==> src/rtl/b64x_pkg.sv <==
// Shared types and constants for the base64 decoder with XOR key.
`default_nettype none
package b64x_pkg;

  // Queue depths between the front, the back and the result port.
  localparam int unsigned MidDepth = 2;
  localparam int unsigned OutDepth = 2;

  // Special characters and result kinds.
  localparam logic [7:0] PadChar   = 8'h3D;
  localparam logic       KindData  = 1'b0;
  localparam logic       KindError = 1'b1;

  // Class of one input character as seen by the back end.
  typedef enum logic [1:0] {
    CLS_DATA,
    CLS_PAD,
    CLS_ERR
  } char_class_t;

  // Input request as it arrives on the input channel.
  typedef struct packed {
    logic [7:0] in_char;
    logic       in_last;
  } in_item_t;

  // Result request as it leaves on the result channel.
  typedef struct packed {
    logic [7:0] out_byte;
    logic       out_kind;
  } out_item_t;

  // Classified character passed from front to back.
  typedef struct packed {
    char_class_t cls;
    logic [5:0]  sextet;
    logic        last;
  } mid_item_t;

endpackage
`default_nettype wire

==> src/rtl/b64x_queue.sv <==
// Small register-based FIFO used between the pipeline parts.
`default_nettype none
module b64x_queue #(
  parameter type         T     = logic,
  parameter int unsigned DEPTH = 2
) (
  input  wire logic clk,
  input  wire logic rst_n,
  input  wire logic wr_en,
  input  wire T     wr_data,
  output logic      full,
  input  wire logic rd_en,
  output T          rd_data,
  output logic      empty
);

  localparam int unsigned PW = (DEPTH > 1) ? $clog2(DEPTH) : 1;
  localparam int unsigned CW = $clog2(DEPTH + 1);

  T                mem_r [DEPTH];
  logic [PW-1:0]   wr_ptr_r, wr_ptr_nxt;
  logic [PW-1:0]   rd_ptr_r, rd_ptr_nxt;
  logic [CW-1:0]   count_r, count_nxt;
  logic            do_wr, do_rd;

  assign full    = (count_r == CW'(DEPTH));
  assign empty   = (count_r == '0);
  assign rd_data = mem_r[rd_ptr_r];
  assign do_wr   = wr_en && !full;
  assign do_rd   = rd_en && !empty;

  // Pointer and fill-count update with wrap at the last entry.
  always_comb begin
    wr_ptr_nxt = wr_ptr_r;
    rd_ptr_nxt = rd_ptr_r;
    count_nxt  = count_r;
    if (do_wr) begin
      wr_ptr_nxt = (wr_ptr_r == PW'(DEPTH - 1)) ? '0 : wr_ptr_r + 1'b1;
    end
    if (do_rd) begin
      rd_ptr_nxt = (rd_ptr_r == PW'(DEPTH - 1)) ? '0 : rd_ptr_r + 1'b1;
    end
    if (do_wr && !do_rd) begin
      count_nxt = count_r + 1'b1;
    end else if (do_rd && !do_wr) begin
      count_nxt = count_r - 1'b1;
    end
  end

  always_ff @(posedge clk) begin
    if (!rst_n) begin
      wr_ptr_r <= '0;
      rd_ptr_r <= '0;
      count_r  <= '0;
    end else begin
      wr_ptr_r <= wr_ptr_nxt;
      rd_ptr_r <= rd_ptr_nxt;
      count_r  <= count_nxt;
    end
  end

  // Storage needs no reset; entries are only read once written.
  always_ff @(posedge clk) begin
    if (do_wr) begin
      mem_r[wr_ptr_r] <= wr_data;
    end
  end

endmodule
`default_nettype wire

==> src/rtl/b64x_front.sv <==
// Front end: maps each incoming character to its class and 6-bit value.
`default_nettype none
module b64x_front (
  input  wire b64x_pkg::in_item_t  in_item,
  output b64x_pkg::mid_item_t      mid_item
);

  logic [7:0] ch;
  logic [7:0] upper_off, lower_off, digit_off;

  assign ch        = in_item.in_char;
  assign upper_off = ch - 8'h41;
  assign lower_off = ch - 8'h47;  // 'a' maps to 26
  assign digit_off = ch + 8'h04;  // '0' maps to 52

  // Classify the character against the standard alphabet.
  always_comb begin
    mid_item.last   = in_item.in_last;
    mid_item.cls    = b64x_pkg::CLS_DATA;
    mid_item.sextet = '0;
    if (ch inside {[8'h41:8'h5A]}) begin
      mid_item.sextet = upper_off[5:0];
    end else if (ch inside {[8'h61:8'h7A]}) begin
      mid_item.sextet = lower_off[5:0];
    end else if (ch inside {[8'h30:8'h39]}) begin
      mid_item.sextet = digit_off[5:0];
    end else if (ch == 8'h2B) begin
      mid_item.sextet = 6'd62;
    end else if (ch == 8'h2F) begin
      mid_item.sextet = 6'd63;
    end else if (ch == b64x_pkg::PadChar) begin
      mid_item.cls = b64x_pkg::CLS_PAD;
    end else begin
      mid_item.cls = b64x_pkg::CLS_ERR;
    end
  end

endmodule
`default_nettype wire

==> src/rtl/b64x_back.sv <==
// Back end: tracks the four-character group and assembles output bytes.
`default_nettype none
module b64x_back (
  input  wire logic                clk,
  input  wire logic                rst_n,
  input  wire logic [7:0]          xor_key,
  input  wire b64x_pkg::mid_item_t mid_item,
  input  wire logic                mid_empty,
  output logic                     mid_pop,
  input  wire logic                res_full,
  output logic                     res_push,
  output b64x_pkg::out_item_t      res_item
);

  logic [5:0] left_r, left_nxt;
  logic [1:0] pos_r, pos_nxt;
  logic       needs_out;
  logic [7:0] raw_byte;

  // An item produces a result when it is invalid or closes a byte.
  assign needs_out = (mid_item.cls == b64x_pkg::CLS_ERR) ||
                     ((mid_item.cls == b64x_pkg::CLS_DATA) && (pos_r != 2'd0));
  assign mid_pop   = !mid_empty && (!needs_out || !res_full);
  assign res_push  = mid_pop && needs_out;

  // Group state update and byte assembly.
  always_comb begin
    left_nxt = left_r;
    pos_nxt  = pos_r;
    raw_byte = '0;
    case (mid_item.cls)
      b64x_pkg::CLS_PAD: begin
        left_nxt = '0;
        pos_nxt  = '0;
      end
      b64x_pkg::CLS_DATA: begin
        case (pos_r)
          2'd0: begin
            left_nxt = mid_item.sextet;
            pos_nxt  = 2'd1;
          end
          2'd1: begin
            raw_byte = {left_r, mid_item.sextet[5:4]};
            left_nxt = {2'b00, mid_item.sextet[3:0]};
            pos_nxt  = 2'd2;
          end
          2'd2: begin
            raw_byte = {left_r[3:0], mid_item.sextet[5:2]};
            left_nxt = {4'b0000, mid_item.sextet[1:0]};
            pos_nxt  = 2'd3;
          end
          default: begin
            raw_byte = {left_r[1:0], mid_item.sextet};
            left_nxt = '0;
            pos_nxt  = '0;
          end
        endcase
      end
      default: begin
      end
    endcase
    // The last character of a stream drops any partial group.
    if (mid_item.last) begin
      left_nxt = '0;
      pos_nxt  = '0;
    end
  end

  // Result formatting: errors carry a zero byte.
  always_comb begin
    if (mid_item.cls == b64x_pkg::CLS_ERR) begin
      res_item.out_byte = '0;
      res_item.out_kind = b64x_pkg::KindError;
    end else begin
      res_item.out_byte = raw_byte ^ xor_key;
      res_item.out_kind = b64x_pkg::KindData;
    end
  end

  always_ff @(posedge clk) begin
    if (!rst_n) begin
      left_r <= '0;
      pos_r  <= '0;
    end else if (mid_pop) begin
      left_r <= left_nxt;
      pos_r  <= pos_nxt;
    end
  end

endmodule
`default_nettype wire

==> src/rtl/base64_decode_xor.sv <==
// Top level of the streaming base64 decoder with single-byte XOR key.
// Usage:
//   Input channel: drive in_data and raise push; the request is taken at a
//   clock edge where push is high and full is low. One character per request,
//   in_last marks the final character and drops any partial group.
//   Result channel: while empty is low, out_data holds the oldest result; it
//   is taken at an edge where pop is high. Results are decoded bytes XORed
//   with the key, or error results for characters outside the alphabet.
//   Configuration: cfg_data is written to the key when cfg_valid is high;
//   cfg_ready is always high. Write only while no request is in flight.
// Timing:
//   One character per clock is sustained while pop keeps the result queue
//   from filling. The edge that takes a character writes the request queue;
//   a later edge moves it through the group tracker into the result queue.
//   The group tracker in the back end is the only serial step per character.
// Reset and stalls:
//   Synchronous reset clears both queues, the group state and the key.
//   When pop is held low the result queue fills, the back end stops, and
//   full rises once the request queue is also full; nothing is dropped.
`default_nettype none
module base64_decode_xor #(
  parameter int unsigned MID_DEPTH = b64x_pkg::MidDepth,
  parameter int unsigned OUT_DEPTH = b64x_pkg::OutDepth
) (
  input  wire logic               clk,
  input  wire logic               rst_n,
  input  wire logic               push,
  output logic                    full,
  input  wire b64x_pkg::in_item_t in_data,
  output logic                    empty,
  input  wire logic               pop,
  output b64x_pkg::out_item_t     out_data,
  input  wire logic               cfg_valid,
  output logic                    cfg_ready,
  input  wire logic [7:0]         cfg_data
);

  logic [7:0]          xor_key_r;
  b64x_pkg::mid_item_t front_item;
  b64x_pkg::mid_item_t mid_item;
  logic                mid_empty;
  logic                mid_pop;
  logic                res_full;
  logic                res_push;
  b64x_pkg::out_item_t res_item;

  // Key register.
  assign cfg_ready = 1'b1;

  always_ff @(posedge clk) begin
    if (!rst_n) begin
      xor_key_r <= '0;
    end else if (cfg_valid && cfg_ready) begin
      xor_key_r <= cfg_data;
    end
  end

  // Front end classifies straight into the request queue.
  b64x_front u_front (
    .in_item  (in_data),
    .mid_item (front_item)
  );

  b64x_queue #(
    .T     (b64x_pkg::mid_item_t),
    .DEPTH (MID_DEPTH)
  ) u_mid_queue (
    .clk     (clk),
    .rst_n   (rst_n),
    .wr_en   (push),
    .wr_data (front_item),
    .full    (full),
    .rd_en   (mid_pop),
    .rd_data (mid_item),
    .empty   (mid_empty)
  );

  // Back end tracks the group and produces results.
  b64x_back u_back (
    .clk       (clk),
    .rst_n     (rst_n),
    .xor_key   (xor_key_r),
    .mid_item  (mid_item),
    .mid_empty (mid_empty),
    .mid_pop   (mid_pop),
    .res_full  (res_full),
    .res_push  (res_push),
    .res_item  (res_item)
  );

  b64x_queue #(
    .T     (b64x_pkg::out_item_t),
    .DEPTH (OUT_DEPTH)
  ) u_out_queue (
    .clk     (clk),
    .rst_n   (rst_n),
    .wr_en   (res_push),
    .wr_data (res_item),
    .full    (res_full),
    .rd_en   (pop),
    .rd_data (out_data),
    .empty   (empty)
  );

`ifndef SYNTHESIS
  // The back end never writes a result into a full result queue.
  a_no_res_overflow: assert property (@(posedge clk) disable iff (!rst_n)
    !(res_push && res_full))
    else $error("result written while result queue full");

  // The back end only consumes a request that is present.
  a_no_mid_underflow: assert property (@(posedge clk) disable iff (!rst_n)
    !(mid_pop && mid_empty))
    else $error("request consumed from empty queue");

  // Reset leaves the result channel empty.
  a_reset_empty: assert property (@(posedge clk)
    !rst_n |=> empty)
    else $error("result channel not empty after reset");
`endif

endmodule
`default_nettype wire

==> config.mk <==
export PLATFORM = sky130hd
export DESIGN_NAME = base64_decode_xor
export DESIGN_NICKNAME = d
export VERILOG_FILES = /design/src/rtl/b64x_pkg.sv /design/src/rtl/b64x_queue.sv /design/src/rtl/b64x_front.sv /design/src/rtl/b64x_back.sv /design/src/rtl/base64_decode_xor.sv
export SDC_FILE = /design/constraint.sdc
export NUM_CORES = 1
export LEC_CHECK = 0
export BUFFER_PORTS_ARGS = -buffer_cell sky130_fd_sc_hd__buf_4
export CELL_PAD_IN_SITES_DETAIL_PLACEMENT = 1
export CELL_PAD_IN_SITES_GLOBAL_PLACEMENT = 1
export CORE_MARGIN = 1.5
export CORE_UTILIZATION = 38
export DETAILED_ROUTE_END_ITERATION = 12
export GPL_ROUTABILITY_DRIVEN = 0
export HOLD_SLACK_MARGIN = 0.1
export PLACE_DENSITY = 0.71
export REMOVE_ABC_BUFFERS = 1
export SYNTH_ARGS = -nofsm -noshare
export SYNTH_HDL_FRONTEND = slang
export SYNTH_SLANG_ARGS = --single-unit
==> constraint.sdc <==
create_clock -name clk -period 2.4 [get_ports clk]
set_input_delay 0.6 -clock clk [delete_from_list [all_inputs] [get_ports clk]]
set_output_delay 0.6 -clock clk [all_outputs]
set_load 0.005 [all_outputs]
==> results.sh, run 1 <==
export IMPL_status="finished clean"
export IMPL_clock_latency_ns=0.35
export IMPL_grt_use_total=0.164
export IMPL_cts_tree="yes"
export IMPL_start_util=0.390
export IMPL_synth_simple_gate_area_share=0.168
export IMPL_drtAntennaViolNets=0
export IMPL_slowest_delay_ns=0.49
export IMPL_grt_pass1_vias=2618
export IMPL_drtPass1Iterations=4
export IMPL_synth_top_family_by_area="simple AND/OR/NAND/NOR gates"
export IMPL_grt_ovfl_total=0
export IMPL_numCtsBuffers=9
export IMPL_fin_util=0.455
export IMPL_layout_worst_path_cycle_share=0.881
export IMPL_cts_root_buf="clkbuf_8"
export IMPL_cp_slowest_cell="a211oi_2"
export IMPL_worstMarginPinSlew_ns=0.587
export IMPL_post_cts_setup_buffers=0
export IMPL_n_antenna_cell=0
export IMPL_drc=0
export IMPL_async_flop_share=0
export IMPL_row_count=34
export IMPL_critPathTopFamily="compound AO/OA/AOI/OAI gates"
export IMPL_pin_count=34
export IMPL_synth_ff_type="edfxtp_1"
export IMPL_hp_class="primary input to flop"
export IMPL_dp_hpwl_um=5450
export IMPL_die_x_um=97.3
export IMPL_crit_arrival_ns=2.26
export IMPL_synthCells=321
export IMPL_yosys_warnings=0
export IMPL_hold_violations=0
export IMPL_syn_area_per_cell_um2=10.5
export IMPL_clk_pin_slew_ns=0.07
export IMPL_setup_viol=0
export IMPL_muxShareOfSynthArea=0.103
export IMPL_core_area_mm2=0.00868
export IMPL_finalCriticalPeriod_ns=2.12
export IMPL_clock_sinks=62
export IMPL_yosys_top_cells_area="edfxtp_1 32%, dfxtp_1 15%, mux2i_1 5.9%"
export IMPL_grt_max_degree=28
export IMPL_crit_path_end_kind="flop"
export IMPL_drt_wl_total_um=7180
export IMPL_finalSetupTns_ns=0
export IMPL_grt_pass1_wl_um=12300
export IMPL_crit_type="primary input to flop"
export IMPL_leakagePower_uw=0.00149
export IMPL_cts_hold_buffers_added=0
export IMPL_powerDensity_mw_per_mm2=857
export IMPL_ys_seq_area_frac=0.474
export IMPL_dieArea_mm2=0.00947
export IMPL_vdd_drop_max_mv=0.254
export IMPL_antenna_found_initial=0
export IMPL_drive_gt1_frac=0.199
export IMPL_cp_depth=8
export IMPL_cts_max_level=3
export IMPL_post_drt_wl_per_cell_um=15.3
export IMPL_synthAdderAreaFrac=0.0555
export IMPL_crit_required_ns=2.54
export IMPL_portBuffers=32
export IMPL_fin_area_mm2=0.00395
export IMPL_slew_headroom=0.608
export IMPL_synth_compound_area_frac=0.122
export IMPL_rsz0062_at_grt="no"
export IMPL_nNetsFinal=394
export IMPL_total_power_uw=3390
export IMPL_netlist_cell_type_count=46
export IMPL_yosysTopAreaCellShare=0.320
export IMPL_synth_top_cell_by_area="edfxtp_1"
export IMPL_synth_edff_count=36
export IMPL_die_h_um=97.3
export IMPL_crit_buf_inv=2
export IMPL_dpl_cell_area_mm2=0.00375
export IMPL_syn_to_final_growth_pct=16.9
export IMPL_cts_path_max_buffers=2
export IMPL_num_vias=2460
export IMPL_path_cells="buf_4 -> inv_1 -> ha_1 -> nor2b_1 -> a2bb2oi_1 -> a211oi_2 -> nand2_1 -> o311ai_1"
export IMPL_max_cap_viol_count=0
export IMPL_reg2reg_depth=7
export IMPL_final_max_slew_viol_count=0
export IMPL_synthXorXnorAreaFrac=0.0415
export IMPL_hold_depth=1
export IMPL_drt_iter0_markers=47
export IMPL_cts_resized=0
export IMPL_synth_seq_cells=62
export IMPL_path_max_fanout=8
export IMPL_syn_area_mm2=0.00338
export IMPL_avgViaCountPerCell=5.23
export IMPL_fmax_ghz=0.473
export IMPL_worstSetupStartpointType="primary input"
export IMPL_finClkSkew_ns=0.00774
metal layers:
layer | up-vias | track usage | part of all wire
li1 | 1217 | - | -
met4 | 0 | 0.0659 | 0.016
met5 | - | 0 | 0
met3 | 8 | 0.0482 | 0.036
met2 | 38 | 0.295 | 0.53
met1 | 1197 | 0.180 | 0.42
cell usage after synthesis (2+ instances only):
library cell  instances
ha_1                 15
a21boi_0              2
and3_1                2
a21oi_1              14
edfxtp_1             36
clkbuf_1             11
nor2b_1              16
dfxtp_1              26
nand3_1              11
nand2_1              20
and2_1               10
nor2_1               24
xor2_1                4
buf_2                 2
mux2_2               13
nand3b_1              4
o21ai_1               2
mux2i_1              20
nand2b_1              5
buf_4                 2
nor3b_1               2
or3_1                 9
inv_1                12
o21ai_0              13
a22oi_1               4
a211oi_1              7
o21a_1                2
xnor2_1              12
a221oi_1              4
path summary, 6_finish.rpt:
| kind | start | to | slack (ns) |
|---|---|---|---|
| worst max-delay path | in_data[2] | u_mid_queue.mem_r[0][3] | 0.28 |
| worst min-delay path | in_data[0] | u_mid_queue.mem_r[1][0] | 0.45 |
| worst max register to register | u_back.pos_r[0] | u_mid_queue.count_r[1] | 0.31 |
| worst min register to register | u_back.left_r[4] | u_back.left_r[4] | 0.46 |
state kept, by name, summed over array words and instances, names as in the netlist, 2 cells and up, named ones only:
signal / count
u_mid_queue.mem_r: 18
u_out_queue.mem_r: 18
xor_key_r: 8
u_back.left_r: 6
u_back.pos_r: 2
u_mid_queue.count_r: 2
u_out_queue.count_r: 2
cells in the final DEF, fill, tap and decap left out, drive strengths merged, types with 5 or more instances in the layout:
master,count
nor2b,16
dfxtp,26
o21ai,15
mux2i,20
a211oi,8
nand2,20
xnor2,12
nor2,25
nand2b,5
nand3,11
inv,12
buf,41
clkbuf,10
or3,9
edfxtp,36
a21oi,14
mux2,13
and2,11
ha,15
kinds of logic (layout without fill, tap and decap cells):
logic type	after synthesis	in the layout
and+or+nand+nor	108	108
DFF	62	62
AOI/OAI and AO/OA	58	58
muxes	33	33
buffers and inverters	28	69
xor gates and xnor gates	16	16
adders and majority gates	15	15
other	1	1
metrics by stage:
step | cells | hold WS, ns | setup slack, ns
6_report | 470 | 0.447 | 0.285
5_1_grt | 470 | 0.423 | 0.148
4_1_cts | 470 | 0.434 | 0.135
3_5_place_dp | 454 | 0.459 | -0.0440
3_3_place_gp | 454 | 0.447 | 0.0480
2_1_floorplan | 305 | 0.434 | 0.306
cell type report:
| class | count | area, µm² |
|---|---|---|
| Clock inverter | 6 | 76.3 |
| Sequential cell | 62 | 1600 |
| Tap cell | 108 | 135 |
| Inverter | 12 | 45.0 |
| Multi-Input combinational cell | 231 | 1660 |
| Clock buffer | 10 | 128 |
| Fill cell | 1008 | 4730 |
| Timing Repair Buffer | 41 | 308 |
report_power, final:
part           internal [µW]  switching, µW
logic                    504            477
registers               1320            123
clock network            572            388
No activity file was read; power rests on OpenSTA's default activity.
==> run 2, diff against run 1 <==
--- a/config.mk
+++ b/config.mk
@@ -9,11 +9,11 @@
 export CELL_PAD_IN_SITES_DETAIL_PLACEMENT = 1
 export CELL_PAD_IN_SITES_GLOBAL_PLACEMENT = 1
 export CORE_MARGIN = 1.5
-export CORE_UTILIZATION = 38
+export CORE_UTILIZATION = 44
 export DETAILED_ROUTE_END_ITERATION = 12
 export GPL_ROUTABILITY_DRIVEN = 0
 export HOLD_SLACK_MARGIN = 0.1
-export PLACE_DENSITY = 0.71
+export PLACE_DENSITY = 0.8
 export REMOVE_ABC_BUFFERS = 1
 export SYNTH_ARGS = -nofsm -noshare
 export SYNTH_HDL_FRONTEND = slang
==> run 2 against run 1 <==
Non-clock buffer count shrank 1. Utilization rose by 8.0 points. Critical path depth is 2 lower. Critical endpoint is now u_out_queue.mem_r[1][2].
==> results.sh, run 2 (synthesis results as in run 1) <==
export IMPL_status="finished clean"
export IMPL_hp_class="primary input to flop"
export IMPL_fmax_ghz=0.459
export IMPL_clock_latency_ns=0.33
export IMPL_powerDensity_mw_per_mm2=853
export IMPL_n_antenna_cell=0
export IMPL_cts_root_buf="clkbuf_8"
export IMPL_path_max_fanout=11
export IMPL_cts_tree="yes"
export IMPL_start_util=0.461
export IMPL_crit_type="flop to flop"
export IMPL_finalCriticalPeriod_ns=2.18
export IMPL_rsz0062_at_grt="no"
export IMPL_cts_path_max_buffers=2
export IMPL_sw_frac_of_total=0.298
export IMPL_path_cells="buf_4 -> mux2_2 -> a221oi_1 -> a211oi_1 -> xnor2_1 -> nor2_1"
export IMPL_cts_resized=0
export IMPL_crit_path_end_kind="flop"
export IMPL_grt_pass1_vias=2518
export IMPL_cts_max_level=3
export IMPL_syn_to_final_growth_pct=16.1
export IMPL_num_vias=2480
export IMPL_nNetsFinal=393
export IMPL_reg_largest_list="u_mid_queue.mem_r: 18 flops, u_out_queue.mem_r: 18 flops, xor_key_r: 8 flops"
export IMPL_grt_use_total=0.191
export IMPL_grt_pass1_wl_um=12300
export IMPL_leakagePower_uw=0.00149
export IMPL_cp_slowest_cell="dfxtp_1"
export IMPL_clock_sinks=62
export IMPL_dpl_cell_area_mm2=0.00373
export IMPL_num_fill_cells=807
export IMPL_row_count=31
export IMPL_crit_required_ns=2.48
export IMPL_drtAntennaViolNets=0
export IMPL_power_frac_comb=0.298
export IMPL_drtPass1Iterations=6
export IMPL_post_drt_wl_per_cell_um=16.2
export IMPL_final_cell_mix="40 x buf_4, 36 x edfxtp_1, 26 x dfxtp_1"
export IMPL_pin_count=34
export IMPL_clock_power_share=0.271
export IMPL_dp_cells=444
export IMPL_avgViaCountPerCell=5.39
export IMPL_dieArea_mm2=0.00822
export IMPL_final_common_cell="buf_4"
export IMPL_drc=0
export IMPL_setup_viol=0
export IMPL_post_cts_setup_buffers=0
export IMPL_clk_pin_slew_ns=0.06
export IMPL_slew_headroom=0.611
export IMPL_drt_iter0_markers=100
export IMPL_crit_arrival_ns=2.26
export IMPL_pre_cts_ws_ns=-0.0330
export IMPL_finClkSkew_ns=0.00761
export IMPL_core_area_mm2=0.00733
export IMPL_netSwitchingPower_uw=999
export IMPL_slowest_delay_ns=0.58
export IMPL_grt_ovfl_total=0
export IMPL_numCtsBuffers=9
export IMPL_layout_worst_path_cycle_share=0.908
export IMPL_max_cap_viol_count=0
export IMPL_worstSetupStartpointType="flop"
export IMPL_fin_area_mm2=0.00393
export IMPL_fin_ws_ns=0.221
export IMPL_cts_hold_buffers_added=0
export IMPL_drt_wl_total_um=7470
export IMPL_dp_hpwl_um=5470
export IMPL_fin_cells=460
export IMPL_p_int_uw=2350
export IMPL_die_x_um=90.7
export IMPL_sequentialPowerShare=0.431
export IMPL_worstMarginPinSlew_ns=0.583
export IMPL_hold_violations=0
export IMPL_final_max_slew_viol_count=0
export IMPL_drive_gt1_frac=0.199
export IMPL_antenna_found_initial=0
export IMPL_grt_max_degree=29
export IMPL_portBuffers=32
export IMPL_vdd_drop_max_mv=0.270
export IMPL_die_h_um=90.7
-- run 2: cell type report --
type / instances / area (µm²) / share of cell area
inverters: 12 / 45.0 / 0.0115
multi-input cells: 231 / 1660 / 0.422
well taps: 99 / 124 / 0.0315
flip-flops and latches: 62 / 1600 / 0.408
repair buffers: 40 / 300 / 0.0765
clock inverters: 5 / 47.5 / 0.0121
clock buffers: 11 / 151 / 0.0386
-- run 2: power by group through the flow --
stage / Combinational (µW) / Clock, µW / Sequential, µW
6_report: 998 / 906 / 1440
5_1_grt: 1090 / 966 / 1470
4_1_cts: 1010 / 929 / 1450
3_5_place_dp: 996 / 0 / 1470
3_3_place_gp: 967 / 0 / 1460
2_1_floorplan: 646 / 0 / 1440
-- run 2: metal layers --
layer | part of all wire | GRT usage | up-vias
met1 | 0.46 | 0.241 | 1207
li1 | - | - | 1214
met2 | 0.49 | 0.321 | 45
met4 | 0.016 | 0.0701 | 0
met3 | 0.031 | 0.0396 | 14
met5 | 0 | 0 | -
-- run 2: path summary, 6_finish.rpt --
kind / end / cells past startpoint / from / slack [ns]
worst min register to register: u_back.left_r[5] / 2 / u_back.left_r[5] / 0.46
worst max register to register: u_out_queue.mem_r[1][2] / 6 / flop / 0.22
worst min-delay path: u_mid_queue.mem_r[0][0] / 1 / in_data[0] / 0.46
worst max-delay path: u_out_queue.mem_r[1][2] / 6 / flop / 0.22
-- run 2: critical path: cells and delay by family, from the launching register on --
family | cells | cell delay, ns
xor+xnor | 1 | 0.20
compound gates | 2 | 0.47
buf+inv | 1 | 0.25
flops | 1 | 0.58
mux | 1 | 0.35
simple gates | 1 | 0.08
-- run 2: through the flow --
stage / power (µW) / TNS [ns] / utilization / hold slack (ns)
5_1_grt: 3530 / 0 / 0.536 / 0.452
6_report: 3350 / 0 / 0.536 / 0.460
3_3_place_gp: 2420 / 0 / 0.508 / 0.445
3_5_place_dp: 2460 / -0.0940 / 0.508 / 0.455
2_1_floorplan: 2090 / 0 / - / 0.434
4_1_cts: 3380 / 0 / 0.536 / 0.445
==> run 3, diff against run 2 <==
--- a/config.mk
+++ b/config.mk
@@ -9,7 +9,7 @@
 export CELL_PAD_IN_SITES_DETAIL_PLACEMENT = 1
 export CELL_PAD_IN_SITES_GLOBAL_PLACEMENT = 1
 export CORE_MARGIN = 1.5
-export CORE_UTILIZATION = 44
+export CORE_UTILIZATION = 42
 export DETAILED_ROUTE_END_ITERATION = 12
 export GPL_ROUTABILITY_DRIVEN = 0
 export HOLD_SLACK_MARGIN = 0.1
==> constraint.sdc (replaced) <==
create_clock -name clk -period 1.75 [get_ports clk]
set_input_delay 0.4375 -clock clk [delete_from_list [all_inputs] [get_ports clk]]
set_output_delay 0.4375 -clock clk [all_outputs]
set_load 0.005 [all_outputs]
==> run 3 against run 2 <==
The flow now finishes with violations (negative setup slack). Register-to-register slack worse by 0.37 ns. Via count up 15%. Worst setup slack worse by 0.37 ns. First-iteration DRC count unchanged. Flip-flop and latch count unchanged. Fmax up 15%. Sequential power up 40%. Largest power group unchanged. Highest routed layer unchanged.
==> results.sh, run 3 (synthesis results as in run 1) <==
export IMPL_slew_headroom=0.639
export IMPL_cts_tree="yes"
export IMPL_cts_max_level=3
export IMPL_post_drt_wl_per_cell_um=20.9
export IMPL_numCtsBuffers=9
export IMPL_crit_arrival_ns=1.99
export IMPL_fin_ws_ns=-0.153
export IMPL_final_max_slew_viol_count=0
export IMPL_setup_viol=29
export IMPL_clock_sinks=62
export IMPL_drt_iter0_markers=100
export IMPL_dp_hpwl_um=6840
export IMPL_core_area_mm2=0.00777
export IMPL_hold_path_startpoint="in_data[0]"
export IMPL_hold_violations=0
export IMPL_die_h_um=92.7
export IMPL_portBuffers=32
export IMPL_drt_wl_total_um=10600
export IMPL_drive_gt1_frac=0.431
export IMPL_die_x_um=92.7
export IMPL_final_common_cell="buf_4"
export IMPL_worstMarginPinSlew_ns=0.526
export IMPL_path_max_fanout=10
export IMPL_grt_max_degree=28
export IMPL_layout_worst_path_cycle_share=1.09
export IMPL_vdd_drop_max_mv=0.427
export IMPL_antenna_found_initial=0
export IMPL_syn_to_final_growth_pct=39.4
export IMPL_finClkSkew_ns=0.0158
export IMPL_final_cell_mix="80 x buf_4, 36 x edfxtp_1, 22 x dfxtp_1"
export IMPL_status="finished with violations"
export IMPL_pin_count=34
export IMPL_clk_pin_slew_ns=0.08
export IMPL_finalCriticalPeriod_ns=1.90
export IMPL_hold_slack_ns=0.276
export IMPL_nNetsFinal=438
export IMPL_max_cap_viol_count=0
export IMPL_fmax_ghz=0.526
export IMPL_n_antenna_cell=0
export IMPL_row_count=32
export IMPL_reg_largest_list="u_mid_queue.mem_r: 18 flops, u_out_queue.mem_r: 18 flops, xor_key_r: 8 flops"
export IMPL_drtAntennaViolNets=0
export IMPL_powerDensity_mw_per_mm2=1110
export IMPL_rsz0062_at_grt="yes"
export IMPL_drtPass1Iterations=4
export IMPL_drc=0
export IMPL_pre_cts_ws_ns=-0.538
export IMPL_dieArea_mm2=0.00860
export IMPL_hp_class="primary input to flop"
export IMPL_cts_path_max_buffers=2
export IMPL_worstSetupStartpointType="flop"
export IMPL_finalSetupTns_ns=-1.68
export IMPL_avgViaCountPerCell=5.59
export IMPL_grt_pass1_wl_um=15200
export IMPL_violations="negative setup slack"
export IMPL_grt_pass1_vias=2996
export IMPL_num_vias=2841
export IMPL_grt_use_total=0.236
export IMPL_grt_ovfl_total=0
export IMPL_crit_type="flop to flop"
export IMPL_leakagePower_uw=0.00179
export IMPL_crit_path_end_kind="flop"
export IMPL_crit_required_ns=1.83
export IMPL_cts_root_buf="clkbuf_8"
export IMPL_start_util=0.435
export IMPL_clock_latency_ns=0.35
[run 3: changes by cell type in the layout (fill, tap and decap cells not counted), sizes merged]
cell and change:
clkbuf -2, clkinvlp +2, buf +45, clkinv -2
inv +2
[run 3: critical path, cell delays in order, from the launching register on]
cell and delay, ns:
dfxtp_4 0.40, buf_4 0.17, o32a_4 0.40, a211oi_1 0.39
xnor2_1 0.19, nor2_1 0.09
[run 3: report_power, final]
group          internal, µW  switching, µW
Clock                   671            636
Combinational           988            922
Sequential             1820            186
[run 3: worst paths after layout]
check | end | slack, ns | cells after the start
worst max-delay path | u_out_queue.mem_r[0][1] | -0.15 | 5
worst min register to register | u_back.left_r[4] | 0.48 | 2
worst max register to register | u_out_queue.mem_r[0][1] | -0.15 | 5
worst min-delay path | u_mid_queue.mem_r[1][0] | 0.28 | 1
[run 3: cell type report]
type,count,area (µm²)
clock buffer,9,124
clock inverter,7,80.1
fill,837,3060
inverter,12,52.6
multi-input combinational,231,2030
sequential,62,1610
tap,102,128
timing repair buffer,85,683
[run 3: per-layer routing]
metal | track usage | routed length, µm | up-vias
li1 | - | - | 1311
met1 | 0.255 | 4050 | 1421
met2 | 0.449 | 5920 | 82
met3 | 0.0361 | 347 | 27
met4 | 0.106 | 312 | 0
met5 | 0 | 0 | -
[run 3: what timing repair did]
item                                    CTS  global route
buffers inserted                          1             0
resized for setup                        36            53
endpoints found under the setup margin   62            43
pin swaps                                 6             7
hold buffers                              0             0
[run 3: metrics by stage]
| stage | utilization | cell area [µm²] | instances | total power [µW] |
|---|---|---|---|---|
| 2_1_floorplan | - | 3300 | 305 | 2860 |
| 3_3_place_gp | 0.528 | 4100 | 491 | 3560 |
| 3_5_place_dp | 0.528 | 4100 | 491 | 3690 |
| 4_1_cts | 0.577 | 4480 | 508 | 5110 |
| 5_1_grt | 0.607 | 4710 | 508 | 5460 |
| 6_report | 0.607 | 4710 | 508 | 5230 |
